### src/design/iot_ram.sv
// Generic simple dual-port RAM: one write port, one read port, registered read.
// Depends on nothing.
`timescale 1ns / 1ps
`default_nettype none
module iot_ram #(
	parameter int WIDTH = 8,
	parameter int DEPTH = 16,
	localparam int ADDR_BITS = (DEPTH > 1) ? $clog2(DEPTH) : 1
) (
	input  wire logic                 clk,
	input  wire logic                 we,
	input  wire logic [ADDR_BITS-1:0] waddr,
	input  wire logic [WIDTH-1:0]     wdata,
	input  wire logic [ADDR_BITS-1:0] raddr,
	output logic      [WIDTH-1:0]     rdata
);

	logic [WIDTH-1:0] mem_q [DEPTH];

	// Write port and registered read port.
	always_ff @(posedge clk) begin
		if (we) begin
			mem_q[waddr] <= wdata;
		end
		rdata <= mem_q[raddr];
	end

endmodule
`default_nettype wire

### config.mk
export PLATFORM = sky130hd
export DESIGN_NAME = iot_ram
export DESIGN_NICKNAME = d
export VERILOG_FILES = /design/src/design/iot_ram.sv
export SDC_FILE = /design/constraint.sdc
export NUM_CORES = 1
export LEC_CHECK = 0
export CAP_MARGIN = 40
export CORE_MARGIN = 4
export CORE_UTILIZATION = 55
export DETAILED_ROUTE_END_ITERATION = 10
export DONT_BUFFER_PORTS = 1
export GPL_TIMING_DRIVEN = 0
export HOLD_SLACK_MARGIN = 0.03
export PLACE_DENSITY_LB_ADDON = 0.08
export RECOVER_POWER = 50
export SLEW_MARGIN = 20
export SYNTH_ARGS = -nofsm -noshare
export SYNTH_HDL_FRONTEND = slang
export SYNTH_SLANG_ARGS = --single-unit
### constraint.sdc
create_clock -name clk -period 2.06 [get_ports clk]
set_input_delay 0.412 -clock clk [delete_from_list [all_inputs] [get_ports clk]]
set_output_delay 0.412 -clock clk [all_outputs]
set_load 0.02 [all_outputs]
==> impl_metrics.prom <==
# TYPE chip_impl_metric gauge
chip_impl_metric{name="remaining_drc_errors",unit=""} 0
chip_impl_metric{name="vdd.ir_drop.worst",unit="mV"} 0.635
chip_impl_metric{name="postSynthRegisterBits",unit=""} 136
chip_impl_metric{name="drv_slew",unit=""} 0
chip_impl_metric{name="worst_slew_margin_rel",unit="%"} 45.5
chip_impl_metric{name="antennaDiodeCount",unit=""} 0
chip_impl_metric{name="cts_sinks",unit=""} 136
chip_impl_metric{name="power_per_cell_area",unit="nW/um^2"} 1070
chip_impl_info{name="rsz0062_at_grt",value="false"} 1
chip_impl_info{name="timing.critical_path.slowest_stage_cell",value="nor2_1"} 1
chip_impl_metric{name="design_area",unit="um^2"} 6000
chip_impl_info{name="commonest_cells_after_routing_fill_and_taps_aside",value="edfxtp_1, mux4_2, a22oi_1, clkbuf_16, mux4_1"} 1
chip_impl_metric{name="ff2ff_path_depth",unit=""} 3
chip_impl_info{name="mostFrequentLayoutCell",value="edfxtp_1"} 1
chip_impl_metric{name="sequential_cell_area",unit="um^2"} 4000
chip_impl_metric{name="post_drt_wl_per_cell",unit="um"} 25.9
chip_impl_metric{name="postPlaceCellArea",unit="um^2"} 5310
chip_impl_metric{name="num-fill-cells",unit=""} 591
chip_impl_info{name="run_status",value="finished clean"} 1
chip_impl_info{name="clk_root_buffer_cell",value="clkbuf_8"} 1
chip_impl_metric{name="die_x_extent",unit="um"} 105
chip_impl_info{name="hold_path.class",value="in -> reg"} 1
chip_impl_metric{name="cts_buffer_depth",unit=""} 2
chip_impl_metric{name="num-nets-final",unit=""} 277
chip_impl_metric{name="multiInputGateArea",unit="um^2"} 1070
chip_impl_info{name="clock_tree_from_tritoncts",value="done"} 1
chip_impl_metric{name="cp.buffers_inverters",unit=""} 0
chip_impl_metric{name="wire_length_of_the_first_global_routing_pass",unit="mm"} 15.3
chip_impl_metric{name="max_cap_violation_count",unit=""} 0
chip_impl_metric{name="floorplan.rows",unit=""} 35
chip_impl_metric{name="initial_core_utilization",unit="%"} 56.0
chip_impl_metric{name="synth_fp_nets",unit=""} 247
chip_impl_metric{name="ant_nets_after_route",unit=""} 0
chip_impl_metric{name="ys.warnings.count",unit=""} 0
chip_impl_metric{name="area_growth",unit="%"} 16.7
chip_impl_metric{name="place.gp.congestion",unit=""} 0.790
chip_impl_metric{name="globalRouteOverflowTotal",unit=""} 0
chip_impl_metric{name="timing.hold.worst_path_depth",unit=""} 1
chip_impl_metric{name="worst_pin_slew",unit="ps"} 815
chip_impl_metric{name="min_period",unit="ps"} 1460
chip_impl_metric{name="core_area",unit="um^2"} 9200
chip_impl_metric{name="dp_hpwl",unit="mm"} 6.27
chip_impl_metric{name="synthesis.instances",unit=""} 229
chip_impl_metric{name="power_leakage",unit="nW"} 1.99
chip_impl_metric{name="cp_num_cells",unit=""} 2
chip_impl_metric{name="timing.final.setup_violations",unit=""} 0
chip_impl_metric{name="timing.final.crit_share",unit="%"} 71.0
chip_impl_metric{name="drt-vias-per-instance",unit=""} 6.16
chip_impl_metric{name="cts_inserted_buffers",unit=""} 17
chip_impl_metric{name="buffer_ports.inserted",unit=""} 0
chip_impl_metric{name="level_count_of_the_clock_h_tree",unit=""} 4
chip_impl_metric{name="num_vias",unit=""} 2359
chip_impl_metric{name="finalWirelength",unit="mm"} 9.91
chip_impl_metric{name="worst_setup_hold_path_clk_slew",unit="ps"} 60
chip_impl_metric{name="critical-path-max-stage-delay",unit="ps"} 650
chip_impl_metric{name="grt_pass1_vias",unit=""} 2563
chip_impl_metric{name="yosysSeqAreaShare",unit="%"} 77.8
chip_impl_info{name="startpoint_type",value="primary input"} 1
chip_impl_metric{name="cts.repair_timing.setup_buffer_count",unit=""} 0
chip_impl_metric{name="critical_path.max_fanout",unit=""} 8
chip_impl_metric{name="worst_skew_pair.late_latency",unit="ps"} 510
chip_impl_metric{name="grt_max_degree",unit=""} 17
chip_impl_metric{name="drt-pass1-iter-count",unit=""} 5
chip_impl_metric{name="fmaxAchievable",unit="MHz"} 684
chip_impl_metric{name="distinct_cell_type_count_of_the_synthesized_netlist",unit=""} 19
chip_impl_info{name="cpLargestDelayFamily",value="simple AND/OR/NAND/NOR gates"} 1
chip_impl_info{name="worstPathCellList",value="or3b_2, nor2_1"} 1
chip_impl_metric{name="die-area",unit="um^2"} 11000
chip_impl_metric{name="fp.dieH",unit="um"} 105
chip_impl_metric{name="detailedRoute.firstIterationViolations",unit=""} 177
chip_impl_metric{name="post_synth.cell_area_avg",unit="um^2"} 22.5
chip_impl_metric{name="grtUsageTotal",unit="%"} 19.8
chip_impl_metric{name="layout-drive-gt1-share",unit="%"} 23.2
chip_impl_metric{name="hold_viol",unit=""} 0
chip_impl_metric{name="timing.clock.skew",unit="ps"} 17.4
chip_impl_metric{name="crit_required",unit="ps"} 2190
chip_impl_info{name="critical_path_class",value="in -> reg"} 1
chip_impl_metric{name="power",unit="mW"} 6.45
chip_impl_metric{name="ios",unit=""} 26
chip_impl_metric{name="antenna_found_initial",unit=""} 0
chip_impl_metric{name="arrival",unit="ps"} 1590
chip_impl_info{name="end_kind",value="flop"} 1
chip_impl_metric{name="synth_area",unit="um^2"} 5150
-- power by group --
group / internal, mW / switching, mW / leakage, nW
logic: 0.111 / 0.148 / 0.466
clock network: 1.99 / 1.07 / 0.299
registers: 3.10 / 0.0419 / 1.22
total: 5.20 / 1.26 / 1.99
-- routing by layer --
| layer | up-vias | global-route usage, % | routed length, um |
|---|---|---|---|
| met5 | - | 0 | 0 |
| met4 | 0 | 7.03 | 61 |
| met3 | 4 | 5.74 | 655 |
| met2 | 79 | 30.2 | 4980 |
| met1 | 1238 | 27.6 | 4210 |
| li1 | 1038 | - | - |
-- flip-flops by register name, indices dropped and copies added (netlist names) --
name,cells
mem_q,128
rdata,8
-- synthesized netlist by cell type --
master	instances	area share (%)
buf_2	3	0.29
buf_6	3	0.66
nor3_1	4	0.39
nand2_1	9	0.66
and2b_1	1	0.15
mux4_1	14	7.1
a22oi_1	16	2.3
edfxtp_1	128	75
nor2_1	13	0.95
nand3_1	1	0.097
nand2b_1	2	0.24
buf_4	1	0.15
mux4_2	18	7.9
or3b_2	1	0.17
dfxtp_1	8	3.1
clkdlybuf4s25_2	3	0.58
nand3b_1	2	0.29
nor2b_1	1	0.12
and2_1	1	0.12
-- through the flow --
step | TNS [ps] | std cells | utilization (%) | setup slack, ps | hold WS [ps]
final | 0 | 383 | 65.3 | 597 | 159
after detailed placement | 0 | 342 | 57.7 | 73.9 | 512
after CTS | 0 | 382 | 65.2 | 610 | 141
after global placement | -1870 | 340 | 57.5 | -235 | 512
after global routing | 0 | 383 | 65.3 | 567 | 146
after floorplan | 0 | 229 | - | 155 | 511
-- layout make-up --
| cell class | count | area share (%) |
|---|---|---|
| Buffer | 10 | 1.44 |
| Clock buffer | 19 | 7.19 |
| Clock inverter | 13 | 2.96 |
| Multi-Input combinational cell | 83 | 17.8 |
| Sequential cell | 136 | 66.7 |
| Tap cell | 111 | 2.31 |
| Timing Repair Buffer | 11 | 1.65 |
-- kinds of logic after synthesis --
| kind of cell | after synthesis | share of synthesized area [%] |
|---|---|---|
| DFF | 136 | 77.8 |
| and+or+nand+nor | 35 | 3.18 |
| muxes | 32 | 15.0 |
| AOI/OAI and AO/OA | 16 | 2.33 |
| buffers and inverters | 10 | 1.68 |
-- worst paths after layout --
path                startpoint           to  slack (ps)
setup / recovery      waddr[2]  mem_q[3][2]         600
hold / removal        waddr[0]  mem_q[4][5]         160
setup reg to reg   mem_q[5][0]     rdata[0]         650
hold reg to reg   mem_q[11][0]     rdata[0]         700
-- repair_timing --
item,CTS,global route
hold buffers,8,0
hold endpoints to repair,128,0
gates resized for setup,0,0
No activity file was read; power rests on OpenSTA's default activity.
