**src/design/iot_pkg.sv**
```systemverilog
// Shared constants and types for the interval overlay table.
// Used by iot_ctrl and interval_overlay_table; depends on nothing.
`timescale 1ns / 1ps
`default_nettype none
package iot_pkg;

	// Default sizes of the table and of the range fields.
	localparam int DEF_TABLE_ENTRIES = 64;
	localparam int DEF_OFFSET_BITS   = 48;
	localparam int DEF_LENGTH_BITS   = 27;

	// Fixed field widths.
	localparam int OWNER_BITS  = 32;
	localparam int RANK_BITS   = 6;
	localparam int STATUS_BITS = 3;
	localparam int TOTAL_BITS  = 7;

	// Result status codes.
	localparam logic [STATUS_BITS-1:0] STAT_OK       = 3'd0;
	localparam logic [STATUS_BITS-1:0] STAT_FULL     = 3'd1;
	localparam logic [STATUS_BITS-1:0] STAT_ZERO_LEN = 3'd2;
	localparam logic [STATUS_BITS-1:0] STAT_RANK     = 3'd3;
	localparam logic [STATUS_BITS-1:0] STAT_END_OVF  = 3'd4;

	// Sequencer states.
	typedef enum logic [3:0] {
		ST_IDLE,
		ST_CHECK,
		ST_READ,
		ST_RDATA,
		ST_SCAN,
		ST_CALC,
		ST_MOVE,
		ST_PUT,
		ST_EMIT
	} iot_state_t;

endpackage
`default_nettype wire

```
**src/design/iot_ctrl.sv**
```systemverilog
// Sequencer of the interval overlay table: scans, shifts and rewrites the entry RAM.
// Depends on iot_pkg; drives the ports of one iot_ram instance.
`timescale 1ns / 1ps
`default_nettype none
module iot_ctrl import iot_pkg::*; #(
	parameter int TABLE_ENTRIES = DEF_TABLE_ENTRIES,
	parameter int OFFSET_BITS   = DEF_OFFSET_BITS,
	parameter int LENGTH_BITS   = DEF_LENGTH_BITS,
	localparam int IDX_BITS   = (TABLE_ENTRIES > 1) ? $clog2(TABLE_ENTRIES) : 1,
	localparam int CNT_BITS   = $clog2(TABLE_ENTRIES + 1),
	localparam int ENTRY_BITS = OFFSET_BITS + LENGTH_BITS + OWNER_BITS
) (
	input  wire logic                   clk,
	input  wire logic                   arst_n,
	input  wire logic                   in_valid,
	output logic                        in_ready,
	input  wire logic                   mode,
	input  wire logic [OFFSET_BITS-1:0] range_start,
	input  wire logic [LENGTH_BITS-1:0] range_length,
	input  wire logic [OWNER_BITS-1:0]  owner_id,
	input  wire logic [RANK_BITS-1:0]   read_rank,
	output logic      [IDX_BITS-1:0]    ram_raddr,
	input  wire logic [ENTRY_BITS-1:0]  ram_rdata,
	output logic                        ram_we,
	output logic      [IDX_BITS-1:0]    ram_waddr,
	output logic      [ENTRY_BITS-1:0]  ram_wdata,
	output logic                        res_valid,
	input  wire logic                   res_free,
	output logic      [STATUS_BITS-1:0] res_status,
	output logic      [OFFSET_BITS-1:0] res_start,
	output logic      [LENGTH_BITS-1:0] res_length,
	output logic      [OWNER_BITS-1:0]  res_owner,
	output logic      [TOTAL_BITS-1:0]  res_total
);

	localparam int SUM_BITS = ((OFFSET_BITS > LENGTH_BITS) ? OFFSET_BITS : LENGTH_BITS) + 1;
	localparam int DLT_BITS = CNT_BITS + 2;

	iot_state_t state_q, state_d;

	// Captured transaction.
	logic                   mode_q;
	logic [OFFSET_BITS-1:0] ns_q, nlast_q;
	logic [LENGTH_BITS-1:0] nl_q;
	logic [OWNER_BITS-1:0]  no_q;
	logic [RANK_BITS-1:0]   rank_q;

	// Table bookkeeping and walk state.
	logic [CNT_BITS-1:0]    occ_q, new_occ_q, issue_q, remain_q, lo_q, hi_q, idx_s1;
	logic                   vld_s1, found_q, stop_q, left_q, right_q;
	logic [OFFSET_BITS-1:0] ls_q, last_end_q;
	logic [OWNER_BITS-1:0]  lown_q, rown_q;
	logic [DLT_BITS-1:0]    delta_q;
	logic [1:0]             piece_q;

	// Result held until the output register takes it.
	logic [STATUS_BITS-1:0] res_status_q;
	logic [OFFSET_BITS-1:0] res_start_q;
	logic [LENGTH_BITS-1:0] res_length_q;
	logic [OWNER_BITS-1:0]  res_owner_q;
	logic [CNT_BITS-1:0]    res_occ_q;
	logic [CNT_BITS+TOTAL_BITS-1:0] total_ext;

	// Unpacked read data and derived values.
	logic [OFFSET_BITS-1:0] rd_start;
	logic [LENGTH_BITS-1:0] rd_len;
	logic [OWNER_BITS-1:0]  rd_own;
	logic [SUM_BITS-1:0]    rd_end, ns_ext, nlast_sum;
	logic                   end_ovf, consume, stop_now, scan_issue, scan_done;
	logic                   rank_ok, move_issue, delta_pos, right_c, full_c;
	logic [CNT_BITS+RANK_BITS-1:0] rank_ext, occ_rext;
	logic [CNT_BITS-1:0]    touched_c;
	logic [CNT_BITS:0]      count_c, addr_new, addr_right;
	logic [DLT_BITS-1:0]    delta_c, dest_sum;
	logic [SUM_BITS-1:0]    left_len, right_len;

	assign rd_start = ram_rdata[ENTRY_BITS-1 -: OFFSET_BITS];
	assign rd_len   = ram_rdata[OWNER_BITS+LENGTH_BITS-1 -: LENGTH_BITS];
	assign rd_own   = ram_rdata[OWNER_BITS-1:0];

	// Last covered offset of the stored entry and of the new range.
	assign rd_end    = {{(SUM_BITS-OFFSET_BITS){1'b0}}, rd_start}
		+ {{(SUM_BITS-LENGTH_BITS){1'b0}}, rd_len} - {{(SUM_BITS-1){1'b0}}, 1'b1};
	assign ns_ext    = {{(SUM_BITS-OFFSET_BITS){1'b0}}, ns_q};
	assign nlast_sum = ns_ext + {{(SUM_BITS-LENGTH_BITS){1'b0}}, nl_q}
		- {{(SUM_BITS-1){1'b0}}, 1'b1};
	assign end_ovf   = (nlast_sum[SUM_BITS-1:OFFSET_BITS] != '0);

	// Read rank against the entry count.
	assign rank_ext = {{CNT_BITS{1'b0}}, rank_q};
	assign occ_rext = {{RANK_BITS{1'b0}}, occ_q};
	assign rank_ok  = (rank_ext < occ_rext);

	// Scan: an entry is touched when it ends at or after the new start; the scan
	// stops at the first entry that starts past the new range.
	assign consume    = vld_s1 && !stop_q;
	assign stop_now   = consume && (rd_start > nlast_q);
	assign scan_issue = !stop_q && (issue_q < occ_q);
	assign scan_done  = stop_q || ((issue_q >= occ_q) && !vld_s1);

	// Layout of the new table.
	assign right_c   = found_q && (last_end_q > nlast_q);
	assign touched_c = hi_q - lo_q;
	assign count_c   = {1'b0, occ_q} - {1'b0, touched_c} + {{(CNT_BITS-1){1'b0}}, 2'd1}
		+ {{CNT_BITS{1'b0}}, left_q} + {{CNT_BITS{1'b0}}, right_c};
	assign full_c    = (count_c > (CNT_BITS+1)'(TABLE_ENTRIES));
	assign delta_c   = {{(DLT_BITS-1){1'b0}}, 1'b1} + {{(DLT_BITS-1){1'b0}}, left_q}
		+ {{(DLT_BITS-1){1'b0}}, right_c} - {2'b00, touched_c};

	// Move: entries above the overlap shift by delta.
	assign delta_pos  = !delta_q[DLT_BITS-1] && (delta_q != '0);
	assign move_issue = (remain_q != '0);
	assign dest_sum   = {2'b00, idx_s1} + delta_q;

	// Addresses and lengths of the pieces written after the move.
	assign addr_new   = {1'b0, lo_q} + {{CNT_BITS{1'b0}}, left_q};
	assign addr_right = addr_new + {{CNT_BITS{1'b0}}, 1'b1};
	assign left_len   = ns_ext - {{(SUM_BITS-OFFSET_BITS){1'b0}}, ls_q};
	assign right_len  = {{(SUM_BITS-OFFSET_BITS){1'b0}}, last_end_q}
		- {{(SUM_BITS-OFFSET_BITS){1'b0}}, nlast_q};

	// State register.
	always_ff @(posedge clk or negedge arst_n) begin
		if (!arst_n) begin
			state_q <= ST_IDLE;
		end else begin
			state_q <= state_d;
		end
	end

	// Next state and RAM port control.
	always_comb begin
		state_d   = state_q;
		in_ready  = 1'b0;
		ram_raddr = '0;
		ram_we    = 1'b0;
		ram_waddr = '0;
		ram_wdata = '0;
		res_valid = 1'b0;
		unique case (state_q)
			ST_IDLE: begin
				in_ready = 1'b1;
				if (in_valid) begin
					state_d = ST_CHECK;
				end
			end
			ST_CHECK: begin
				priority if (mode_q) begin
					state_d = ST_READ;
				end else if ((nl_q == '0) || end_ovf) begin
					state_d = ST_EMIT;
				end else begin
					state_d = ST_SCAN;
				end
			end
			ST_READ: begin
				ram_raddr = rank_ext[IDX_BITS-1:0];
				state_d   = rank_ok ? ST_RDATA : ST_EMIT;
			end
			ST_RDATA: begin
				state_d = ST_EMIT;
			end
			ST_SCAN: begin
				ram_raddr = issue_q[IDX_BITS-1:0];
				if (scan_done) begin
					state_d = ST_CALC;
				end
			end
			ST_CALC: begin
				state_d = full_c ? ST_EMIT : ST_MOVE;
			end
			ST_MOVE: begin
				ram_raddr = issue_q[IDX_BITS-1:0];
				ram_we    = vld_s1;
				ram_waddr = dest_sum[IDX_BITS-1:0];
				ram_wdata = ram_rdata;
				if (!move_issue && !vld_s1) begin
					state_d = ST_PUT;
				end
			end
			ST_PUT: begin
				unique case (piece_q)
					2'd0: begin
						ram_we    = left_q;
						ram_waddr = lo_q[IDX_BITS-1:0];
						ram_wdata = {ls_q, left_len[LENGTH_BITS-1:0], lown_q};
					end
					2'd1: begin
						ram_we    = 1'b1;
						ram_waddr = addr_new[IDX_BITS-1:0];
						ram_wdata = {ns_q, nl_q, no_q};
					end
					2'd2: begin
						ram_we    = right_q;
						ram_waddr = addr_right[IDX_BITS-1:0];
						ram_wdata = {nlast_q + {{(OFFSET_BITS-1){1'b0}}, 1'b1},
							right_len[LENGTH_BITS-1:0], rown_q};
						state_d   = ST_EMIT;
					end
					default: begin
						state_d = ST_EMIT;
					end
				endcase
			end
			ST_EMIT: begin
				res_valid = 1'b1;
				if (res_free) begin
					state_d = ST_IDLE;
				end
			end
			default: begin
				state_d = ST_IDLE;
			end
		endcase
	end

	// Entry count and read pipeline flag.
	always_ff @(posedge clk or negedge arst_n) begin
		if (!arst_n) begin
			occ_q  <= '0;
			vld_s1 <= 1'b0;
		end else begin
			vld_s1 <= ((state_q == ST_SCAN) && scan_issue)
				|| ((state_q == ST_MOVE) && move_issue);
			if ((state_q == ST_PUT) && (piece_q == 2'd2)) begin
				occ_q <= new_occ_q;
			end
		end
	end

	// Datapath registers.
	always_ff @(posedge clk) begin
		idx_s1 <= issue_q;
		unique case (state_q)
			ST_IDLE: begin
				if (in_valid) begin
					mode_q <= mode;
					ns_q   <= range_start;
					nl_q   <= range_length;
					no_q   <= owner_id;
					rank_q <= read_rank;
				end
			end
			ST_CHECK: begin
				nlast_q      <= nlast_sum[OFFSET_BITS-1:0];
				issue_q      <= '0;
				lo_q         <= occ_q;
				hi_q         <= occ_q;
				found_q      <= 1'b0;
				stop_q       <= 1'b0;
				left_q       <= 1'b0;
				res_start_q  <= '0;
				res_length_q <= '0;
				res_owner_q  <= '0;
				res_occ_q    <= occ_q;
				res_status_q <= (nl_q == '0) ? STAT_ZERO_LEN : STAT_END_OVF;
			end
			ST_READ: begin
				res_status_q <= STAT_RANK;
			end
			ST_RDATA: begin
				res_status_q <= STAT_OK;
				res_start_q  <= rd_start;
				res_length_q <= rd_len;
				res_owner_q  <= rd_own;
			end
			ST_SCAN: begin
				if (scan_issue) begin
					issue_q <= issue_q + {{(CNT_BITS-1){1'b0}}, 1'b1};
				end
				if (stop_now) begin
					stop_q <= 1'b1;
					hi_q   <= idx_s1;
					if (!found_q) begin
						lo_q <= idx_s1;
					end
				end else if (consume && (rd_end >= ns_ext)) begin
					// Touched entry: the first one may leave a left piece, the
					// latest one may leave a right piece.
					if (!found_q) begin
						found_q <= 1'b1;
						lo_q    <= idx_s1;
						left_q  <= (rd_start < ns_q);
						ls_q    <= rd_start;
						lown_q  <= rd_own;
					end
					last_end_q <= rd_end[OFFSET_BITS-1:0];
					rown_q     <= rd_own;
				end
			end
			ST_CALC: begin
				right_q   <= right_c;
				new_occ_q <= count_c[CNT_BITS-1:0];
				delta_q   <= delta_c;
				piece_q   <= 2'd0;
				remain_q  <= (delta_c == '0) ? '0 : (occ_q - hi_q);
				if (!delta_c[DLT_BITS-1] && (delta_c != '0)) begin
					issue_q <= occ_q - {{(CNT_BITS-1){1'b0}}, 1'b1};
				end else begin
					issue_q <= hi_q;
				end
				res_status_q <= STAT_FULL;
			end
			ST_MOVE: begin
				if (move_issue) begin
					remain_q <= remain_q - {{(CNT_BITS-1){1'b0}}, 1'b1};
					if (delta_pos) begin
						issue_q <= issue_q - {{(CNT_BITS-1){1'b0}}, 1'b1};
					end else begin
						issue_q <= issue_q + {{(CNT_BITS-1){1'b0}}, 1'b1};
					end
				end
			end
			ST_PUT: begin
				piece_q      <= piece_q + 2'd1;
				res_status_q <= STAT_OK;
				res_occ_q    <= new_occ_q;
			end
			ST_EMIT: begin
			end
			default: begin
			end
		endcase
	end

	// Result outputs; the entry count is reported modulo 128.
	assign total_ext  = {{TOTAL_BITS{1'b0}}, res_occ_q};
	assign res_total  = total_ext[TOTAL_BITS-1:0];
	assign res_status = res_status_q;
	assign res_start  = res_start_q;
	assign res_length = res_length_q;
	assign res_owner  = res_owner_q;

endmodule
`default_nettype wire

```
**config.mk**
```make
export PLATFORM = sky130hd
export DESIGN_NAME = iot_ctrl
export DESIGN_NICKNAME = d
export VERILOG_FILES = /design/src/design/iot_pkg.sv /design/src/design/iot_ctrl.sv
export SDC_FILE = /design/constraint.sdc
export NUM_CORES = 1
export LEC_CHECK = 0
export BUFFER_PORTS_ARGS = -buffer_cell sky130_fd_sc_hd__buf_4
export CAP_MARGIN = 20
export CELL_PAD_IN_SITES_DETAIL_PLACEMENT = 1
export CELL_PAD_IN_SITES_GLOBAL_PLACEMENT = 2
export CORE_MARGIN = 8
export CORE_UTILIZATION = 42
export CTS_BUF_LIST = sky130_fd_sc_hd__clkbuf_4
export DETAILED_ROUTE_END_ITERATION = 10
export PLACE_DENSITY = 0.88
export SLEW_MARGIN = 20
export SYNTH_ARGS = -nofsm -noshare
export SYNTH_HDL_FRONTEND = slang
export SYNTH_SLANG_ARGS = --single-unit
export TNS_END_PERCENT = 5
```
**constraint.sdc**
```tcl
create_clock -name clk -period 21.6 [get_ports clk]
set_clock_uncertainty 0.05 [all_clocks]
set_input_delay 0 -clock clk [delete_from_list [all_inputs] [get_ports clk]]
set_output_delay 0 -clock clk [all_outputs]
set_load 0.1 [all_outputs]
```
==> results of run 1 <==
power breakdown:
part           leakage (nW)  total (mW)  switching (mW)  internal (mW)
Sequential             4.74        1.56           0.165           1.39
Combinational          14.4        2.90            1.99          0.916
Clock                  1.15        1.01           0.507          0.506
state kept, by name (all words and copies together), names as in the netlist, 32 cells and up:
register    cells
res_owner      32
nlast_q        48
ls_q           48
lown_q         32
rown_q         32
ns_q           48
last_end_q     48
no_q           32
res_start      48
cell families after synthesis:
family                   count (synthesis)  share of synthesized area
AND/OR/NAND/NOR                        771                     0.1141
flip-flops                             507                     0.4315
AO/OA/AOI/OAI                          905                     0.1826
buffers and inverters                  526                    0.05662
adder cells (fa/ha/maj)                430                     0.1559
multiplexers                            17                   0.005151
XOR/XNOR                               216                    0.05408
repair_timing:
action                    in CTS  in global routing
buffers inserted               0                  0
hold buffers                 450                  0
hold endpoints to repair     523                  0
area by class of cell:
class,instances,area [sq um]
fillers,9127,36910
multi-input cells,2339,17980
flip-flops and latches,507,15090
repair buffers,934,8138
clock buffers,213,1599
inverters,424,1592
well taps,1080,1351
clock inverters,52,350.3
diodes,5,12.51
critical path: stages, from the launching register on:
cell           delay [ps]
edfxtp_1              450
inv_1                 170
ha_1                  280
a21o_1                170
a21o_1                180
a21oi_1               150
o21ai_0               230
a2111oi_0            1070
o21ai_0               420
o2111ai_1             520
fa_1                  490
inv_1                  70
ha_1                  160
inv_1                  60
fa_1                  390
inv_1                  70
a21oi_1                60
o21bai_1              210
xor2_1                120
nor4b_1               490
o21ai_0               160
a221oi_1              360
o21ai_1               100
dlygate4sd3_1         560
cell usage in the layout (no fill, tap or decap), types with 46 or more instances in the layout:
cell             n
o22ai_1         78
ha_1           417
a222oi_1        93
nand4_1         63
buf_4          484
and2_1         118
nand3_1         66
clkbuf_4       213
inv_1          422
xnor2_1        153
edfxtp_1       488
nand2_1        180
xor2_1          63
dlygate4sd3_1  450
a21oi_1        191
o21ai_0        132
nor3_1          46
nor2_1         127
a21o_1         168
path summary, 6_finish.rpt:
kind | startpoint | endpoint | cells after the start
hold reg to reg | issue_q[6]$_DFFE_PP_ | idx_s1[6]$_DFF_P_ | 0
setup / recovery | nlast_q[41]$_DFFE_PP_ | state_q[3]$_DFFE_PN0P_ | 23
hold / removal | ram_rdata[88] | last_end_q[30]$_DFFE_PP_ | 4
min in group asynchronous | arst_n | state_q[3]$_DFFE_PN0P_ | 4
setup reg to reg | nlast_q[41]$_DFFE_PP_ | state_q[3]$_DFFE_PN0P_ | 23
max in group asynchronous | arst_n | occ_q[2]$_DFFE_PN0P_ | 4
routing by layer:
metal,vias to the layer above,share of wire,GRT usage
met4,4,0.039,0.1291
met1,16480,0.40,0.3964
li1,14550,-,-
met2,1691,0.49,0.5520
met5,-,0.00015,0
met3,359,0.077,0.05956
metrics by stage:
stage | util | instances
2_1_floorplan | - | 3372
3_3_place_gp | 0.4776 | 4834
3_5_place_dp | 0.4776 | 4834
4_1_cts | 0.5553 | 5549
5_1_grt | 0.5555 | 5553
6_report | 0.5555 | 5554
==> results.sh, run 1 <==
export IMPL_place_area_sq_um=39650
export IMPL_critPathRequiredTime_ps=22500
export IMPL_hold_path_class="in -> reg"
export IMPL_period_minus_slack_ps=7052
export IMPL_maxSlewViolCount=0
export IMPL_synth_seq_area_share=0.4315
export IMPL_ctsResizeCount=0
export IMPL_r2r_slack_ps=14550
export IMPL_arrival_ps=7950
export IMPL_grt_pass1_vias=35270
export IMPL_clockBufferDepth=3
export IMPL_final_nets=5012
export IMPL_htreeDepth=4
export IMPL_period_share=0.3265
export IMPL_routed_via_count=33080
export IMPL_grt_use_total=0.3210
export IMPL_critPathCaptureType="flop"
export IMPL_synth_top_area_frac=0.4189
export IMPL_p_total_mw=5.475
export IMPL_die_area_sq_um=92780
export IMPL_ctsRootBufferMaster="clkbuf_4"
export IMPL_slew_headroom=0.2008
export IMPL_die_h_um=304.6
export IMPL_synth_area_leaders="edfxtp_1, ha_1, inv_1, xnor2_1, a21o_1"
export IMPL_synth_edf_count=488
export IMPL_clk_latency_ps=1070
export IMPL_hold_ws_ps=170.2
export IMPL_io_pins=464
export IMPL_setup_viol=0
export IMPL_drive_gt1_frac=0.1763
export IMPL_synthTopCellsByCount="edfxtp_1, inv_1, ha_1"
export IMPL_drc=0
export IMPL_synth_main_ff_cell="edfxtp_1"
export IMPL_dr_pass1_iters=10
export IMPL_syn_instance_count=3372
export IMPL_fin_tns_setup_ps=0
export IMPL_routed_wirelength_mm=154.2
export IMPL_drt_iter0_markers=3510
export IMPL_grt_ovfl_total=0
export IMPL_setup_worst_path_start_class="flop"
export IMPL_place_hpwl_mm=103.0
export IMPL_fp_row_count=106
export IMPL_die_x_um=304.6
export IMPL_cts_sinks=507
export IMPL_async_reset_ff_frac=0.02367
export IMPL_status="finished, final reports clean"
export IMPL_syn_area_per_cell_sq_um=10.37
export IMPL_gp_congestion=0.9096
export IMPL_grt_pass1_wl_mm=228.7
export IMPL_critPathMaxFanout=3
export IMPL_portBuffers=463
export IMPL_grt_max_degree=83
export IMPL_finalInstanceArea_sq_um=46120
export IMPL_syn_area_sq_um=34980
export IMPL_tightest_slew_ps=1169
export IMPL_peakVddDrop_mv=0.07506
export IMPL_ant_nets=0
export IMPL_synth_top_area_cell="edfxtp_1"
export IMPL_clock_fmax_ghz=0.1418
export IMPL_cts_tree="built"
export IMPL_area_growth_pct=31.84
export IMPL_clk_pin_slew_ps=80
export IMPL_synth_warnings=0
export IMPL_ys_seq_elements=507
export IMPL_initial_core_util=0.4213
export IMPL_core_region_area_sq_um=83020
export IMPL_rsz0062_at_grt="no"
export IMPL_powerDensity_nw_per_um2=118.7
export IMPL_antenna_found_initial=6
export IMPL_max_cap_viol_count=0
export IMPL_numCtsBuffers=151
export IMPL_syn_nets=4027
export IMPL_wl_per_cell_um=27.77
export IMPL_final_hold_viol_count=0
export IMPL_yosysMostFrequentCell="edfxtp_1"
export IMPL_worst_slack_ps=14550
export IMPL_worstSetupPathType="reg -> reg"
export IMPL_p_leak_nw=20.33
export IMPL_place_ws_ps=14880
export IMPL_synth_cell_types=101
export IMPL_viasPerCell=5.957
Power figures use the tool's default switching activity.
==> run 2: changes to the inputs <==
--- a/config.mk
+++ b/config.mk
@@ -5,15 +5,16 @@
 export SDC_FILE = /design/constraint.sdc
 export NUM_CORES = 1
 export LEC_CHECK = 0
+export ABC_AREA = 1
 export BUFFER_PORTS_ARGS = -buffer_cell sky130_fd_sc_hd__buf_4
 export CAP_MARGIN = 20
 export CELL_PAD_IN_SITES_DETAIL_PLACEMENT = 1
 export CELL_PAD_IN_SITES_GLOBAL_PLACEMENT = 2
 export CORE_MARGIN = 8
-export CORE_UTILIZATION = 42
+export CORE_UTILIZATION = 37
 export CTS_BUF_LIST = sky130_fd_sc_hd__clkbuf_4
 export DETAILED_ROUTE_END_ITERATION = 10
-export PLACE_DENSITY = 0.88
+export PLACE_DENSITY = 0.83
 export SLEW_MARGIN = 20
 export SYNTH_ARGS = -nofsm -noshare
 export SYNTH_HDL_FRONTEND = slang
==> constraint.sdc (replaced) <==
create_clock -name clk -period 6.8 [get_ports clk]
set_clock_uncertainty 0.05 [all_clocks]
set_input_delay 0 -clock clk [delete_from_list [all_inputs] [get_ports clk]]
set_output_delay 0 -clock clk [all_outputs]
set_load 0.1 [all_outputs]
==> results.sh, run 2 <==
export IMPL_status="finished, final reports clean"
export IMPL_ant_nets=0
export IMPL_critPathSlowestCell="dlygate4sd3_1"
export IMPL_synth_main_ff_cell="edfxtp_1"
export IMPL_htreeDepth=4
export IMPL_grt_max_degree=98
export IMPL_worstSetupPathType="in -> reg"
export IMPL_drive_gt1_frac=0.1525
export IMPL_place_area_sq_um=41600
export IMPL_portBuffers=463
export IMPL_drc=0
export IMPL_slew_headroom=0.1823
export IMPL_syn_area_sq_um=36490
export IMPL_syn_area_per_cell_sq_um=8.624
export IMPL_rsz0062_at_grt="no"
export IMPL_setup_viol=0
export IMPL_die_area_sq_um=108900
export IMPL_maxSlewViolCount=0
export IMPL_final_common_cell="nand2_1"
export IMPL_io_pins=464
export IMPL_nFillCells=11590
export IMPL_synth_top_area_cell="edfxtp_1"
export IMPL_crit_path_max_incr_delay_ps=610
export IMPL_syn_nets=4886
export IMPL_cts_tree="built"
export IMPL_initial_core_util=0.3718
export IMPL_wl_per_cell_um=26.09
export IMPL_post_cts_buffers=0
export IMPL_p_leak_nw=21.58
export IMPL_die_x_um=330.0
export IMPL_setup_worst_path_start_class="input pin"
export IMPL_fp_row_count=115
export IMPL_final_nets=5934
export IMPL_clk_pin_slew_ps=80
export IMPL_final_seq_area_sq_um=15090
export IMPL_critPathRequiredTime_ps=7470
export IMPL_clockBufferDepth=3
export IMPL_die_h_um=330.0
export IMPL_final_cell_mix="nand2_1, inv_1, buf_4, edfxtp_1, dlygate4sd3_1"
export IMPL_critPathMaxFanout=24
export IMPL_period_share=0.9144
export IMPL_synth_top_area_frac=0.4016
export IMPL_routed_wirelength_mm=174.4
export IMPL_area_growth_pct=32.48
export IMPL_peakVddDrop_mv=0.2882
export IMPL_synth_cell_types=67
export IMPL_place_hpwl_mm=128.4
export IMPL_yosysMostFrequentCell="nand2_1"
export IMPL_ys_seq_elements=507
export IMPL_final_hold_viol_count=0
export IMPL_synth_warnings=0
export IMPL_clock_fmax_ghz=0.1608
export IMPL_clk_latency_ps=1100
export IMPL_finalInstanceArea_sq_um=48340
export IMPL_post_route_util=0.4926
export IMPL_cpMostUsedCell="nand2_1"
export IMPL_antenna_found_initial=11
export IMPL_synth_seq_area_share=0.4137
export IMPL_grt_use_total=0.3115
export IMPL_synth_edf_count=488
export IMPL_cts_sinks=507
export IMPL_grt_ovfl_total=0
export IMPL_core_region_area_sq_um=98130
export IMPL_viasPerCell=5.497
export IMPL_place_ws_ps=598.4
export IMPL_multi_input_area_sq_um=18580
export IMPL_r2r_slack_ps=620
export IMPL_ctsRootBufferMaster="clkbuf_4"
export IMPL_powerDensity_nw_per_um2=384.9
export IMPL_p_total_mw=18.60
export IMPL_routed_via_count=36750
export IMPL_arrival_ps=6880
export IMPL_hold_ws_ps=119.8
export IMPL_tightest_slew_ps=1217
export IMPL_numCtsBuffers=151
export IMPL_hold_path_class="in -> reg"
export IMPL_synthTopCellsByCount="nand2_1, inv_1, edfxtp_1"
export IMPL_grt_pass1_wl_mm=252.8
export IMPL_drt_iter0_markers=2913
export IMPL_async_reset_ff_frac=0.02367
export IMPL_dr_pass1_iters=6
export IMPL_critPathCaptureType="flop"
export IMPL_worst_slack_ps=581.9
export IMPL_synth_area_leaders="edfxtp_1, ha_1, nand2_1, inv_1, a21oi_1"
export IMPL_period_minus_slack_ps=6218
export IMPL_syn_instance_count=4231
export IMPL_grt_pass1_vias=39090
export IMPL_max_cap_viol_count=0
export IMPL_gp_congestion=0.9469
[run 2: critical path: cells and delay by family]
kind / cells / cell delay [ps]
AOI/OAI and AO/OA: 7 / 1630
adders and majority gates: 4 / 1190
buffers and inverters: 8 / 2370
and+or+nand+nor: 18 / 1690
[run 2: stage by stage]
stage               setup TNS [ps]  cells
finish                           0   6685
global route                     0   6679
CTS                              0   6674
detailed placement               0   5933
global placement                 0   5933
floorplan                  -141360   4231
[run 2: power breakdown]
part | total (mW) | switching, mW | internal [mW] | leakage (nW)
Combinational | 10.4 | 7.50 | 2.88 | 15.7
Clock | 3.13 | 1.63 | 1.49 | 1.12
Sequential | 5.10 | 0.509 | 4.59 | 4.78
Total | 18.6 | 9.65 | 8.96 | 21.6
[run 2: path summary, 6_finish.rpt]
path / from / end / depth (start not counted)
worst min register to register: issue_q[1]$_DFFE_PP_ / idx_s1[1]$_DFF_P_ / 0
worst max register to register: nlast_q[3]$_DFFE_PP_ / state_q[3]$_DFFE_PN0P_ / 29
min in group asynchronous: arst_n / occ_q[3]$_DFFE_PN0P_ / 4
worst min-delay path: read_rank[4] / rank_q[4]$_DFFE_PP_ / 3
max in group asynchronous: arst_n / state_q[2]$_DFFE_PN0P_ / 4
worst max-delay path: ram_rdata[60] / last_end_q[25]$_DFFE_PP_ / 37
[run 2: cells by family (layout without fill, tap and decap cells)]
kind of cell | count (synthesis) | count (layout) | share of synthesized area
xor+xnor | 139 | 139 | 0.03378
buf+inv | 768 | 1926 | 0.07928
simple gates | 1435 | 1435 | 0.1696
fa+ha+maj | 430 | 430 | 0.1495
other cells | 0 | 9 | 0
compound gates | 952 | 952 | 0.1542
flops | 507 | 507 | 0.4137
[run 2: cell type report]
class                      count  area share
timing repair buffer         972      0.1764
multi-input combinational   2956      0.3844
clock inverter                53    0.006730
antenna                        9   0.0004659
sequential                   507      0.3123
clock buffer                 210     0.03261
tap                         1287     0.03331
inverter                     691     0.05379
[run 2: per-layer routing]
layer / vias to the layer above / part of all wire / track usage
met5: - / 0.00028 / 0
met4: 8 / 0.048 / 0.1373
met3: 392 / 0.075 / 0.06450
met2: 1485 / 0.48 / 0.5342
met1: 17990 / 0.40 / 0.3766
li1: 16870 / - / -
[run 2: repair_timing]
| action | CTS | global route |
|---|---|---|
| endpoints found under the setup margin | 0 | 17 |
| endpoints found under the hold margin | 607 | 0 |
| gates resized for setup | 0 | 4 |
| hold buffers | 478 | 0 |
